==> config.mk <==
export PLATFORM = sky130hd
export DESIGN_NAME = ttli_arith
export DESIGN_NICKNAME = d
export VERILOG_FILES = /design/src/rtl/timed_table_linear_interpolator_macros.svh /design/src/rtl/ttli_pkg.sv /design/src/rtl/ttli_arith.sv
export SDC_FILE = /design/constraint.sdc
export NUM_CORES = 1
export LEC_CHECK = 0
export ABC_AREA = 1
export BUFFER_PORTS_ARGS = -buffer_cell sky130_fd_sc_hd__clkbuf_2
export CAP_MARGIN = 0
export CORE_ASPECT_RATIO = 0.5
export CORE_MARGIN = 2
export CORE_UTILIZATION = 28
export CTS_CLUSTER_SIZE = 10
export DETAILED_ROUTE_END_ITERATION = 7
export GPL_ROUTABILITY_DRIVEN = 0
export PLACE_DENSITY = 0.43
export SETUP_SLACK_MARGIN = 0.15
export SLEW_MARGIN = 20
export SYNTH_ARGS = -nofsm -noshare
export SYNTH_HDL_FRONTEND = slang
export SYNTH_SLANG_ARGS = --single-unit
==> constraint.sdc <==
create_clock -name clk -period 10.26 [get_ports clk]
set_input_delay 1.539 -clock clk [delete_from_list [all_inputs] [get_ports clk]]
set_output_delay 1.539 -clock clk [all_outputs]
set_load 0.05 [all_outputs]
==> src/rtl/timed_table_linear_interpolator_macros.svh <==
// Assertion macros for the timed table linear interpolator.
// Included by the top-level RTL file, which carries the concurrent assertions; no dependencies.
`ifndef TIMED_TABLE_LINEAR_INTERPOLATOR_MACROS_SVH
`define TIMED_TABLE_LINEAR_INTERPOLATOR_MACROS_SVH
`ifndef SYNTHESIS
// Property checked on every rising clock edge outside reset.
`define TTLI_ASSERT(label, clk, rst_n, prop, msg) \
  label: assert property (@(posedge clk) disable iff (!rst_n) prop) else $error(msg);
// Condition that must hold in the cycle after a trigger.
`define TTLI_ASSERT_NEXT(label, clk, rst_n, ante, cons, msg) \
  label: assert property (@(posedge clk) disable iff (!rst_n) (ante) |=> (cons)) else $error(msg);
`else
`define TTLI_ASSERT(label, clk, rst_n, prop, msg)
`define TTLI_ASSERT_NEXT(label, clk, rst_n, ante, cons, msg)
`endif
`endif

==> src/rtl/ttli_pkg.sv <==
// Shared types, codes and a helper function of the timed table linear interpolator.
// No dependencies; used by ttli_arith and the top level.
`default_nettype none
package ttli_pkg;

  // Width of a stored sample and of the internal signed arithmetic.
  localparam int VAL_W   = 48;
  localparam int ARITH_W = 52;
  localparam int CNT_W   = $clog2(2 * ARITH_W + 1);
  localparam int Q_W     = 49;

  // Input item modes.
  localparam logic [1:0] MODE_LOAD  = 2'd0;
  localparam logic [1:0] MODE_QUERY = 2'd1;
  localparam logic [1:0] MODE_CLEAR = 2'd2;

  // Configuration register indexes.
  localparam logic [1:0] CFG_TIME_POS  = 2'd0;
  localparam logic [1:0] CFG_VAL_COUNT = 2'd1;
  localparam logic [1:0] CFG_REPEAT    = 2'd2;

  typedef enum logic [4:0] {
    S_IDLE, S_ZFILL, S_TL, S_T0, S_SPAN, S_REMDIV, S_WALK, S_WALKC, S_MAX, S_MAXC,
    S_KDIV, S_KFIX, S_HOLD, S_SEL, S_TP_RD, S_TN_RD, S_TN_CAP, S_VP_RD, S_VN_RD,
    S_MUL, S_MD, S_OUT
  } state_t;

  typedef enum logic [1:0] {A_IDLE, A_MUL, A_DIV} arith_state_t;

  // Request to the shared multiply/divide unit: trunc(a*b/c), or a/c when mul_en is low.
  typedef struct packed {
    logic                      start;
    logic                      mul_en;
    logic signed [ARITH_W-1:0] a;
    logic signed [ARITH_W-1:0] b;
    logic signed [ARITH_W-1:0] c;
  } arith_req_t;

  // Result: capped quotient magnitude, remainder magnitude and result sign.
  typedef struct packed {
    logic               busy;
    logic               done;
    logic               neg;
    logic [Q_W-1:0]     q;
    logic [ARITH_W-1:0] rem;
  } arith_rsp_t;

  function automatic logic signed [ARITH_W-1:0] sext48(input logic [VAL_W-1:0] x);
    sext48 = {{(ARITH_W-VAL_W){x[VAL_W-1]}}, x};
  endfunction

endpackage
`default_nettype wire

==> src/rtl/ttli_arith.sv <==
// Shared serial arithmetic unit: optional shift-add multiply then restoring divide.
// Depends on ttli_pkg for widths and the request and result types.
`default_nettype none
module ttli_arith (
  input  wire logic                 clk,
  input  wire logic                 rst_n,
  input  wire ttli_pkg::arith_req_t req,
  output ttli_pkg::arith_rsp_t      rsp
);
  localparam int W = ttli_pkg::ARITH_W;

  ttli_pkg::arith_state_t state_r, state_nxt;
  logic [2*W-1:0]               acc_r, acc_nxt;
  logic [W-1:0]                 mc_r, mc_nxt;
  logic [W-1:0]                 dv_r, dv_nxt;
  logic [W-1:0]                 rem_r, rem_nxt;
  logic [ttli_pkg::Q_W-1:0]     q_r, q_nxt;
  logic                         over_r, over_nxt;
  logic                         neg_r, neg_nxt;
  logic                         done_r, done_nxt;
  logic [ttli_pkg::CNT_W-1:0]   cnt_r, cnt_nxt;
  logic [W-1:0]                 am, bm, cm;
  logic [W:0]                   sum;
  logic [W:0]                   r2;
  logic                         ge;

  // Operand magnitudes.
  assign am = req.a[W-1] ? W'(-req.a) : W'(req.a);
  assign bm = req.b[W-1] ? W'(-req.b) : W'(req.b);
  assign cm = req.c[W-1] ? W'(-req.c) : W'(req.c);

  // One multiply step and one divide step.
  assign sum = {1'b0, acc_r[2*W-1:W]} + (acc_r[0] ? {1'b0, mc_r} : '0);
  assign r2  = {rem_r, acc_r[2*W-1]};
  assign ge  = r2 >= {1'b0, dv_r};

  always_comb begin
    state_nxt = state_r;
    acc_nxt   = acc_r;
    mc_nxt    = mc_r;
    dv_nxt    = dv_r;
    rem_nxt   = rem_r;
    q_nxt     = q_r;
    over_nxt  = over_r;
    neg_nxt   = neg_r;
    done_nxt  = 1'b0;
    cnt_nxt   = cnt_r;
    case (state_r)
      ttli_pkg::A_IDLE: begin
        if (req.start) begin
          mc_nxt   = am;
          dv_nxt   = cm;
          neg_nxt  = req.a[W-1] ^ req.b[W-1] ^ req.c[W-1];
          rem_nxt  = '0;
          q_nxt    = '0;
          over_nxt = 1'b0;
          cnt_nxt  = ttli_pkg::CNT_W'(W);
          if (req.mul_en) begin
            acc_nxt   = {{W{1'b0}}, bm};
            state_nxt = ttli_pkg::A_MUL;
          end else begin
            acc_nxt   = {am, {W{1'b0}}};
            state_nxt = ttli_pkg::A_DIV;
          end
        end
      end
      ttli_pkg::A_MUL: begin
        acc_nxt = {sum, acc_r[W-1:1]};
        cnt_nxt = cnt_r - 1'b1;
        if (cnt_r == ttli_pkg::CNT_W'(1)) begin
          cnt_nxt   = ttli_pkg::CNT_W'(2 * W);
          state_nxt = ttli_pkg::A_DIV;
        end
      end
      ttli_pkg::A_DIV: begin
        rem_nxt  = ge ? W'(r2 - {1'b0, dv_r}) : r2[W-1:0];
        over_nxt = over_r | q_r[ttli_pkg::Q_W-1];
        q_nxt    = {q_r[ttli_pkg::Q_W-2:0], ge};
        acc_nxt  = {acc_r[2*W-2:0], 1'b0};
        cnt_nxt  = cnt_r - 1'b1;
        if (cnt_r == ttli_pkg::CNT_W'(1)) begin
          done_nxt  = 1'b1;
          state_nxt = ttli_pkg::A_IDLE;
        end
      end
      default: begin
        state_nxt = ttli_pkg::A_IDLE;
      end
    endcase
  end

  always_ff @(posedge clk) begin
    if (!rst_n) begin
      state_r <= ttli_pkg::A_IDLE;
      done_r  <= 1'b0;
    end else begin
      state_r <= state_nxt;
      done_r  <= done_nxt;
    end
  end

  always_ff @(posedge clk) begin
    acc_r  <= acc_nxt;
    mc_r   <= mc_nxt;
    dv_r   <= dv_nxt;
    rem_r  <= rem_nxt;
    q_r    <= q_nxt;
    over_r <= over_nxt;
    neg_r  <= neg_nxt;
    cnt_r  <= cnt_nxt;
  end

  // Quotient magnitude is capped at 2^48.
  assign rsp.busy = state_r != ttli_pkg::A_IDLE;
  assign rsp.done = done_r;
  assign rsp.neg  = neg_r;
  assign rsp.rem  = rem_r;
  assign rsp.q    = (over_r || (q_r[ttli_pkg::Q_W-1] && (|q_r[ttli_pkg::Q_W-2:0])))
                    ? {1'b1, {(ttli_pkg::Q_W-1){1'b0}}} : q_r;
endmodule
`default_nettype wire

==> reports/results.txt, run 1 <==
Remaining DRCs - 0
Die X - 447.5 um
Vias post-DR - 27248
Async SR Flop Fraction - 0%
# Post-CTS Setup Buffers - 0
Startpoint Class - register
P_int - 3.934 mW
Post-synthesis cell type count - 52
Total grt overflow - 0
RSZ-0062 raised after global routing - false
Combinational fraction of design power - 53.4%
Sequential share of power - 28.8%
Vias in the first global route - 26351
Crit. End Element - output pin
Core Area - 97600 um^2
Tot GR Track Use - 20.17%
Total Nets Final - 4706
Post-DR vias/cell - 4.708
Initial antenna violation count - 7
Worst vdd ir - 0.0001186 V
Synthesized area - 27540 um^2
Worst skew pair latency - 610 ps
Area Growth Syn to Fin - 14.54%
Fillers - 10852
Dpl hpwl - 83830 um
Post-route clock period utilization - 43.33%
Port-buffer cells - 263
DIE AREA - 101000 um^2
CP Max Fanout - 31
Final count of hold timing violations - 0
Layout Skew - 32.02 ps
Cell taking the most area after synthesis - edfxtp_1
Yosys Warn Count - 0
Minimum clock period - 4446 ps
Synth Flop Type - edfxtp_1
Number of synthesized flops with an enable pin - 318
Status - finished, final reports clean
Reg2reg setup slack - 6320 ps
Post-CTS Resized - 0
Cts bufs inserted - 41
Sequential fraction of the synthesis area - 34.90%
Hold Worst Slack - 493.1 ps
Initial core utilization - 28.21%
# hold bufs at CTS - 0
Critical Path RT - 8720 ps
Antenna viol nets, final - 0
Clock-pin slew on the worst setup and hold paths - 60 ps
#FFs+latches synth - 321
Switching part of the total power - 50.15%
Clock network fraction of total power - 17.7%
First-pass GRT wire length - 156700 um
TNS Setup - 0 ps
Worst Path Arrival - 2910 ps
Gate Count Post-Synth - 4199
Most frequent cells after synthesis - 1333 x nand2_1, 774 x inv_1, 537 x nor2_1, 318 x edfxtp_1, 287 x nand3_1
Clock root cell - clkbuf_16
Boundary Pins - 264
Leakage - 15.92 nW
Max-slew headroom - 29.80%
Most common cell in the synthesized netlist - nand2_1
Max Clk Rate - 224.9 MHz
Area share of the largest cell type after synthesis - 34.68%
DR WL/cell - 17.94 um
Ranking of synthesized cells by area - edfxtp_1 35%, nand2_1 18%, inv_1 11%
Share of cells above drive strength 1 - 8.644%
Max-slew violations - 0
CTS tree - built
Drt first pass iters - 7
Sw Pwr - 3.958 mW
PwrDens - 250.2 nW/um^2
H-tree depth - 2
Max-cap violations - 0
DRT Wirelength - 103800 um
Initial drt markers - 2158
Crit path kind - register to output pin
Row cnt - 81
Worst Tran Pin Value - 1052 ps
CTS Sinks - 321
Setup violations, final - 0
Die Ht - 225.8 um
HP Class - register to register
Largest net degree at the start of global routing - 78
Syn avg cell area - 6.558 um^2
Bufs on Longest Clock Path - 3
Synthesized net count - 4473
## flip-flops by register name, summed over array words and instances (netlist names)
| signal | cells |
|---|---|
| acc_r | 104 |
| dv_r | 52 |
| mc_r | 52 |
| rem_r | 52 |
| q_r | 49 |
| cnt_r | 7 |
| state_r | 2 |
| done_r | 1 |
| neg_r | 1 |
| over_r | 1 |
## power groups by stage
stage / Sequential [mW] / Clock, mW / Combinational [mW]
floorplan: 2.57 / 0 / 2.74
global placement: 2.30 / 0 / 4.21
detailed placement: 2.30 / 0 / 4.22
CTS: 2.28 / 1.44 / 4.23
global route: 2.33 / 1.49 / 4.71
finish: 2.27 / 1.40 / 4.22
## logic make-up (layout without fill, tap and decap cells)
group	after synthesis	in the layout	share of synthesized area, %
AO/OA/AOI/OAI	410	410	8.588
XOR/XNOR	123	123	3.912
flip-flops	321	321	34.90
buffers and inverters	877	1132	12.19
adder cells (fa/ha/maj)	114	114	5.234
other	0	5	0
AND/OR/NAND/NOR	2354	2354	35.18
## routing by layer
metal / vias to the layer above / part of all wire [%] / GRT usage [%]
li1: 13769 / - / -
met1: 12729 / 46 / 27.33
met2: 637 / 47 / 34.04
met3: 111 / 4.6 / 2.499
met4: 2 / 2.3 / 4.926
met5: - / 0.0087 / 0
## layout by cell type (no fill, tap or decap), drive strengths merged, types with 7 or more instances in the layout
| master | instances |
|---|---|
| nand2 | 1339 |
| inv | 788 |
| nor2 | 543 |
| edfxtp | 318 |
| clkbuf | 315 |
| nand3 | 290 |
| a21oi | 150 |
| o21ai | 140 |
| ha | 112 |
| xor2 | 85 |
| nand4 | 73 |
| a22oi | 52 |
| nor3 | 52 |
| xnor2 | 38 |
| buf | 15 |
| nand3b | 14 |
| o21bai | 14 |
| or2 | 14 |
| and2 | 13 |
| a21boi | 13 |
| clkinv | 13 |
| o211ai | 11 |
| nor4 | 10 |
| o31ai | 9 |
| o221ai | 7 |
## path summary, 6_finish.rpt
path | cells past startpoint | from | to
worst max-delay path | 7 | q_r[31] | rsp[93]
worst min register to register | 2 | state_r[0] | state_r[0]
worst max register to register | 12 | rem_r[32] | rem_r[45]
worst min-delay path | 2 | state_r[0] | state_r[0]
## through the flow
stage / cell area (um^2) / cells / utilization [%] / total power, mW / setup slack [ps]
6_report: 31540 / 5787 / 32.32 / 7.893 / 5814
5_1_grt: 31540 / 5787 / 32.32 / 8.527 / 5625
4_1_cts: 31500 / 5781 / 32.28 / 7.958 / 5643
3_5_place_dp: 30290 / 5716 / 31.04 / 6.520 / 6104
3_3_place_gp: 30290 / 5716 / 31.04 / 6.510 / 6098
2_1_floorplan: 27540 / 4199 / - / 5.306 / 777.7
## cell type report
class	instances	area, um^2	area share (%)
Multi-Input combinational cell	3001	14630	46.39
Clock buffer	52	1067	3.384
Tap cell	1328	1662	5.268
Antenna cell	5	12.51	0.03967
Sequential cell	321	9609	30.47
Clock inverter	13	143.9	0.4562
Timing Repair Buffer	278	1449	4.594
Inverter	789	2965	9.401
## critical path, stage by stage (launching register included)
cell and delay, ps:
edfxtp_1 400, inv_1 120, nand4_1 100, nor4_1 570, a41oi_4 420, buf_16 290
nor2_1 110, clkbuf_2 290
Note: power is estimated with default switching activity, not from simulation.
==> run 2, diff against run 1 <==
PLACE_DENSITY = 0.44   (was 0.43)
clock period = 3.6 ns   (was 10.26 ns; I/O delays follow)
==> run 2 against run 1 <==
Clock skew down 13 ps; clock-buffer cell count unchanged; sequential share of layout area down 0.38 points; total power rose to 2.9 times the previous value; worst setup slack worse by 5500 ps; core utilization up 0.40 points; die area unchanged; sequential cell count unchanged; worst hold slack worse by 300 ps; critical endpoint is now acc_r[65].
==> reports/results.txt, run 2 (same netlist as run 1, synthesis figures left out) <==
Status - finished, final reports clean (unchanged)
Max reg flops - 104 (unchanged)
Bufs on Longest Clock Path - 3 (unchanged)
Die Ht - 225.8 um (unchanged)
Port-buffer cells - 263 (unchanged)
Max Clk Rate - 303.3 MHz
Hold path startpoint - req[104] (was state_r[0])
CP Max Fanout - 9 (was 31)
Crit path largest cell delay - 470 ps (was 570 ps)
Tot GR Track Use - 20.27% (was 20.17%)
Vias post-DR - 27500 (was 27248)
Layout Skew - 18.84 ps (was 32.02 ps)
Largest net degree at the start of global routing - 79 (was 78)
Die X - 447.5 um (unchanged)
Crit-path cells - buf_12 -> nand2_1 -> inv_1 -> ha_1 -> fa_1 -> nand3_1 -> nand3_1 -> nand2_1 -> nand2_1 -> nand2_1 -> nand3_1 -> or2_2 -> nand3_1 -> nand2_1 (was inv_1 -> nand4_1 -> nor4_1 -> a41oi_4 -> buf_16 -> nor2_1 -> clkbuf_2)
Reg2reg setup slack - 300 ps (was 6320 ps)
Clock-pin slew on the worst setup and hold paths - 60 ps (about the same)
FF-to-FF End - acc_r[65] (was rem_r[45])
Initial antenna violation count - 3 (was 7)
Worst vdd ir - 0.0003105 V (was 0.0001186 V)
Minimum clock period - 3297 ps
RSZ-0062 raised after global routing - false (unchanged)
Total grt overflow - 0 (unchanged)
Crit. End Element - register (was output pin)
Most common cell after layout, fill and taps aside - nand2_1 (unchanged)
# hold bufs at CTS - 0 (unchanged)
CTS tree - built (unchanged)
Switching part of the total power - 49.48% (was 50.15%)
Hold Worst Slack - 194.4 ps (was 493.1 ps)
Final count of hold timing violations - 0 (unchanged)
First-pass GRT wire length - 157400 um (was 156700 um)
Worst skew pair latency - 590 ps (was 610 ps)
Crit path kind - register to register (was register to output pin)
Startpoint Class - register (unchanged)
P_int - 11.54 mW (was 3.934 mW)
Post-route clock period utilization - 91.59%
PwrDens - 715.2 nW/um^2 (was 250.2 nW/um^2)
Share of cells above drive strength 1 - 9.310% (was 8.644%)
Max-slew headroom - 41.52% (was 29.80%)
DR WL/cell - 17.98 um (was 17.94 um)
Dpl hpwl - 85530 um (was 83830 um)
H-tree depth - 2 (unchanged)
Utilization after layout - 32.72% (was 32.32%)
CP most frequent cell - nand2_1
Core Area - 97600 um^2 (unchanged)
Slowest cell on crit path - edfxtp_1 (was nor4_1)
Worst Path Arrival - 3620 ps (was 2910 ps)
Leakage - 16.13 nW (was 15.92 nW)
DRT Wirelength - 104600 um (was 103800 um)
Vias in the first global route - 26396 (was 26351)
Row cnt - 81 (unchanged)
DIE AREA - 101000 um^2 (unchanged)
Clock root cell - clkbuf_16 (unchanged)
Hold Crit Depth - 1 (was 2)
Cts bufs inserted - 41 (unchanged)
Initial drt markers - 2208 (was 2158)
Area Growth Syn to Fin - 15.98% (was 14.54%)
Total power - 22.84 mW (was 7.893 mW)
Clock network fraction of total power - 17.8% (was 17.7%)
CTS Sinks - 321 (unchanged)
Boundary Pins - 264 (unchanged)
Initial core utilization - 28.21% (unchanged)
Setup violations, final - 0 (unchanged)
Top reg by flops - acc_r (unchanged)
HP Class - input pin to register (was register to register)
Antenna viol nets, final - 0 (unchanged)
Critical Path RT - 3930 ps (was 8720 ps)
Hold endpoint - mc_r[0] (was state_r[0])
Sw Pwr - 11.30 mW (was 3.958 mW)
Register-to-Register Path Depth - 14 (was 12)
Drt first pass iters - 6 (was 7)
WP buf/inv - 2 (was 3)
R2R Path Start - acc_r[0] (was rem_r[32])
TNS Setup - 0 ps (unchanged)
Remaining DRCs - 0 (unchanged)
Post-DR vias/cell - 4.726 (was 4.708)
Commonest cells after routing, fill and taps aside - 1333 x nand2_1, 773 x inv_1, 536 x nor2_1 (unchanged)
Max-cap violations - 0 (unchanged)
Crit path max-delay family - simple AND/OR/NAND/NOR gates (unchanged)
Max-slew violations - 0 (unchanged)
Worst Tran Pin Value - 877.2 ps (was 1052 ps)
Sequential share of power - 28.5% (was 28.8%)
Combinational fraction of design power - 53.7% (was 53.4%)
Total Nets Final - 4742 (was 4706)
-- run 2: changes by cell type in the layout (fill, tap and decap cells not counted), sizes merged --
cell,previous run,this run
bufinv,1,3
diode,5,1
buf,15,51
clkinv,13,11
inv,788,787
clkinvlp,0,1
-- run 2: routing by layer --
metal | GRT usage (%) | up-vias | part of all wire [%]
li1 | - | 13856 | -
met1 | 26.92 | 12890 | 45
met2 | 34.88 | 631 | 48
met3 | 2.582 | 123 | 4.7
met4 | 4.850 | 0 | 2.2
met5 | 0 | - | 0
-- run 2: worst max path at each step --
stage,from,end,cells past startpoint,slack [ps]
final,acc_r[0],acc_r[65],14,300
after global routing,q_r[21],rsp[56],8,180
after CTS,q_r[21],rsp[56],8,270
after detailed placement,acc_r[0],acc_r[78],13,100
after global placement,acc_r[0],acc_r[78],13,70
after floorplan,state_r[0],state_r[0],6,140
-- run 2: power by group through the flow --
stage / Sequential, mW / Clock [mW] / Combinational (mW)
global route: 6.66 / 4.34 / 13.7
floorplan: 7.10 / 0 / 7.83
CTS: 6.55 / 4.20 / 12.3
global placement: 6.63 / 0 / 12.2
detailed placement: 6.63 / 0 / 12.2
finish: 6.51 / 4.07 / 12.3
-- run 2: stage by stage --
step           instances  cell area, um^2  worst slack (ps)
2_1_floorplan       4199            27560             139.0
3_3_place_gp        5749            30650             70.42
3_5_place_dp        5749            30650             103.8
4_1_cts             5818            31930             269.5
5_1_grt             5819            31940             184.2
6_report            5819            31940             302.9
-- run 2: final cells by class --
| type | instances | area, um^2 |
|---|---|---|
| antenna | 1 | 2.502 |
| clock buffer | 52 | 1089 |
| clock inverter | 13 | 146.4 |
| fill | 10792 | 65660 |
| inverter | 789 | 2964 |
| multi-input combinational | 3001 | 14640 |
| sequential | 321 | 9609 |
| tap | 1328 | 1662 |
| timing repair buffer | 314 | 1824 |
-- run 2: worst reg2reg max path: stages, from the launching register on --
cell and delay (ps):
edfxtp_1 470, buf_12 190, nand2_1 60, inv_1 40, ha_1 200, fa_1 470
nand3_1 120, nand3_1 240, nand2_1 140, nand2_1 170, nand2_1 110, nand3_1 310
or2_2 410, nand3_1 70, nand2_1 50
-- run 2: repair_timing --
action / in CTS / in global routing
pin swaps: 0 / 0
setup endpoints to repair: 2 / 4
buffers inserted: 4 / 0
gates resized for setup: 0 / 1
==> run 3, diff against run 2 <==
BUFFER_PORTS_ARGS = not set   (was -buffer_cell sky130_fd_sc_hd__clkbuf_2)
DONT_BUFFER_PORTS = 1   (was not set)
PLACE_DENSITY = not set   (was 0.44)
PLACE_DENSITY_LB_ADDON = 0.1   (was not set)
==> run 3 against run 2 <==
First-iteration DRC count up 1.4%; cell count down 2.7%; sequential power down 2%; register-to-register slack better by 150 ps; global-route usage up 0.25 points; via count down 2.6%; worst hold slack worse by 140 ps; cell area down 1.7%.
==> reports/results.txt, run 3 (same netlist as run 1, synthesis figures left out) <==
Status - finished, final reports clean (unchanged)
Worst Path Arrival - 2800 ps (was 3620 ps)
Core Area - 97600 um^2 (unchanged)
HP Class - input pin to register (unchanged)
Leakage - 15.54 nW (was 16.13 nW)
Final count of hold timing violations - 0 (unchanged)
Drt first pass iters - 6 (unchanged)
Minimum clock period - 3337 ps (was 3297 ps)
Largest net degree at the start of global routing - 55 (was 79)
Tot GR Track Use - 20.53% (was 20.27%)
CP most frequent cell - buf_4 (was nand2_1)
Die Ht - 225.8 um (unchanged)
Row cnt - 81 (unchanged)
Fillers - 10789 (was 10792)
Worst skew pair latency - 600 ps (was 590 ps)
Crit. End Element - output pin (was register)
GRT met2 Usage - 34.27% (was 34.88%)
Vias in the first global route - 25750 (was 26396)
CP Max Fanout - 48 (was 9)
Vias post-DR - 26793 (was 27500)
Initial core utilization - 28.21% (unchanged)
Critical Path RT - 3060 ps (was 3930 ps)
Area Growth Syn to Fin - 14.02% (was 15.98%)
Most common cell after layout, fill and taps aside - nand2_1 (unchanged)
Total grt overflow - 0 (unchanged)
Slowest cell on crit path - nor4_1 (was edfxtp_1)
RSZ-0062 raised after global routing - false (unchanged)
Port-buffer cells - 0 (was 263)
Max reg flops - 104 (unchanged)
Worst vdd ir - 0.0003127 V (was 0.0003105 V)
TNS Setup - 0 ps (unchanged)
Die X - 447.5 um (unchanged)
Max Clk Rate - 299.7 MHz (was 303.3 MHz)
DR WL/cell - 18.68 um (was 17.98 um)
DRT Wirelength - 105700 um (was 104600 um)
Total Nets Final - 4583 (was 4742)
Crit path max-delay family - simple AND/OR/NAND/NOR gates (unchanged)
Hold endpoint - mc_r[0] (unchanged)
Met1 Resource Use GR - 27.89% (was 26.92%)
Total power - 22.91 mW (was 22.84 mW)
Clock-pin slew on the worst setup and hold paths - 60 ps (about the same)
Initial drt markers - 2238 (was 2208)
Crit path largest cell delay - 710 ps (was 470 ps)
Setup violations, final - 0 (unchanged)
GR peak layer - met2 (unchanged)
Startpoint Class - register (unchanged)
Cts bufs inserted - 41 (unchanged)
Antenna viol nets, final - 0 (unchanged)
Max-cap violations - 0 (unchanged)
Register-to-Register Path Depth - 13 (was 14)
WP buf/inv - 3 (was 2)
Hold Crit Depth - 0 (was 1)
CTS tree - built (unchanged)
PwrDens - 729.6 nW/um^2 (was 715.2 nW/um^2)
Post-DR vias/cell - 4.734 (was 4.726)
Met3 usage in global routing - 2.922% (was 2.582%)
Layout Skew - 35.56 ps (was 18.84 ps)
Dpl hpwl - 86500 um (was 85530 um)
Share of cells above drive strength 1 - 6.002% (was 9.310%)
R2R Path Start - rem_r[7] (was acc_r[0])
Worst Tran Pin Value - 837.2 ps (was 877.2 ps)
Max-slew headroom - 43.84% (was 41.52%)
CTS Sinks - 321 (unchanged)
Post-layout instance area - 31400 um^2 (was 31940 um^2)
DIE AREA - 101000 um^2 (unchanged)
Boundary Pins - 264 (unchanged)
Antenna diode count - 0 (was 1)
Top reg by flops - acc_r (unchanged)
Reg2reg setup slack - 450 ps (was 300 ps)
Clock root cell - clkbuf_16 (unchanged)
First-pass GRT wire length - 158200 um (was 157400 um)
Hold path startpoint - req[104] (unchanged)
Max-slew violations - 0 (unchanged)
Remaining DRCs - 0 (unchanged)
Crit-path cells - inv_1 -> nand4_1 -> nor4_1 -> a41oi_4 -> buf_4 -> nor2_1 -> buf_4 (was buf_12 -> nand2_1 -> inv_1 -> ha_1 -> fa_1 -> nand3_1 -> nand3_1 -> nand2_1 -> nand2_1 -> nand2_1 -> nand3_1 -> or2_2 -> nand3_1 -> nand2_1)
DP Area - 30150 um^2 (was 30650 um^2)
Commonest cells after routing, fill and taps aside - 1333 x nand2_1, 773 x inv_1, 536 x nor2_1 (unchanged)
Crit path kind - register to output pin (was register to register)
FF-to-FF End - rem_r[44] (was acc_r[65])
Initial antenna violation count - 1 (was 3)
Bufs on Longest Clock Path - 3 (unchanged)
Post-route clock period utilization - 92.70% (was 91.59%)
H-tree depth - 2 (unchanged)
==> run 3: area by class of cell <==
type	instances	area (um^2)	area share, %
clock inverter	10	55.05	0.1753
tap	1328	1662	5.292
sequential	321	9609	30.61
multi-input combinational	3001	14630	46.61
clock buffer	56	1145	3.646
inverter	789	2964	9.441
timing repair buffer	155	1329	4.232
==> run 3: timing repair <==
action / 4_1_cts / 5_1_grt
setup buffers: 0 / 3
setup endpoints to repair: 0 / 20
hold buffers: 1 / 0
resized for setup: 0 / 0
hold endpoints to repair: 1 / 0
==> run 3: metal layers <==
layer / up-vias / share of wire, %
li1: 13528 / -
met1: 12513 / 46
met2: 635 / 46
met3: 117 / 4.9
met4: 0 / 2.4
met5: - / 0
==> run 3: worst max-delay path by stage <==
stage / start / to / slack, ps / cells after the start
floorplan: state_r[0] / state_r[0] / 140 / 6
global placement: acc_r[0] / acc_r[103] / 230 / 14
detailed placement: acc_r[0] / acc_r[103] / 200 / 14
CTS: q_r[22] / rsp[53] / 200 / 7
global route: q_r[21] / rsp[53] / 160 / 7
finish: q_r[22] / rsp[80] / 260 / 7
==> run 3: power by group <==
group	total (mW)	internal, mW	switching [mW]	leakage (nW)
Clock	4.00	2.20	1.80	0.582
Combinational	12.5	3.69	8.85	11.8
Sequential	6.37	5.72	0.645	3.16
Total	22.9	11.6	11.3	15.5
==> run 3: worst reg2reg max path, cell delays in order, from the launching register on <==
cell and delay, ps:
edfxtp_1 400, ha_1 370, nand2_1 120, nor2_1 300, nand2_1 150, nor2_1 230
nand2_2 80, nand3_2 120, nand2_2 230, nand3_4 330, buf_4 300, nand2_1 90
nor2_1 100, nor2_1 50
==> run 3: metrics by stage <==
step                util (%)  std cells  setup slack, ps  hold WS, ps
global route           32.17       5660            157.5        21.45
floorplan                  -       4199            139.0        454.0
global placement       30.89       5590            228.9        481.3
finish                 32.17       5660            263.0        52.77
CTS                    32.13       5657            202.8        8.982
detailed placement     30.89       5590            198.9        479.2
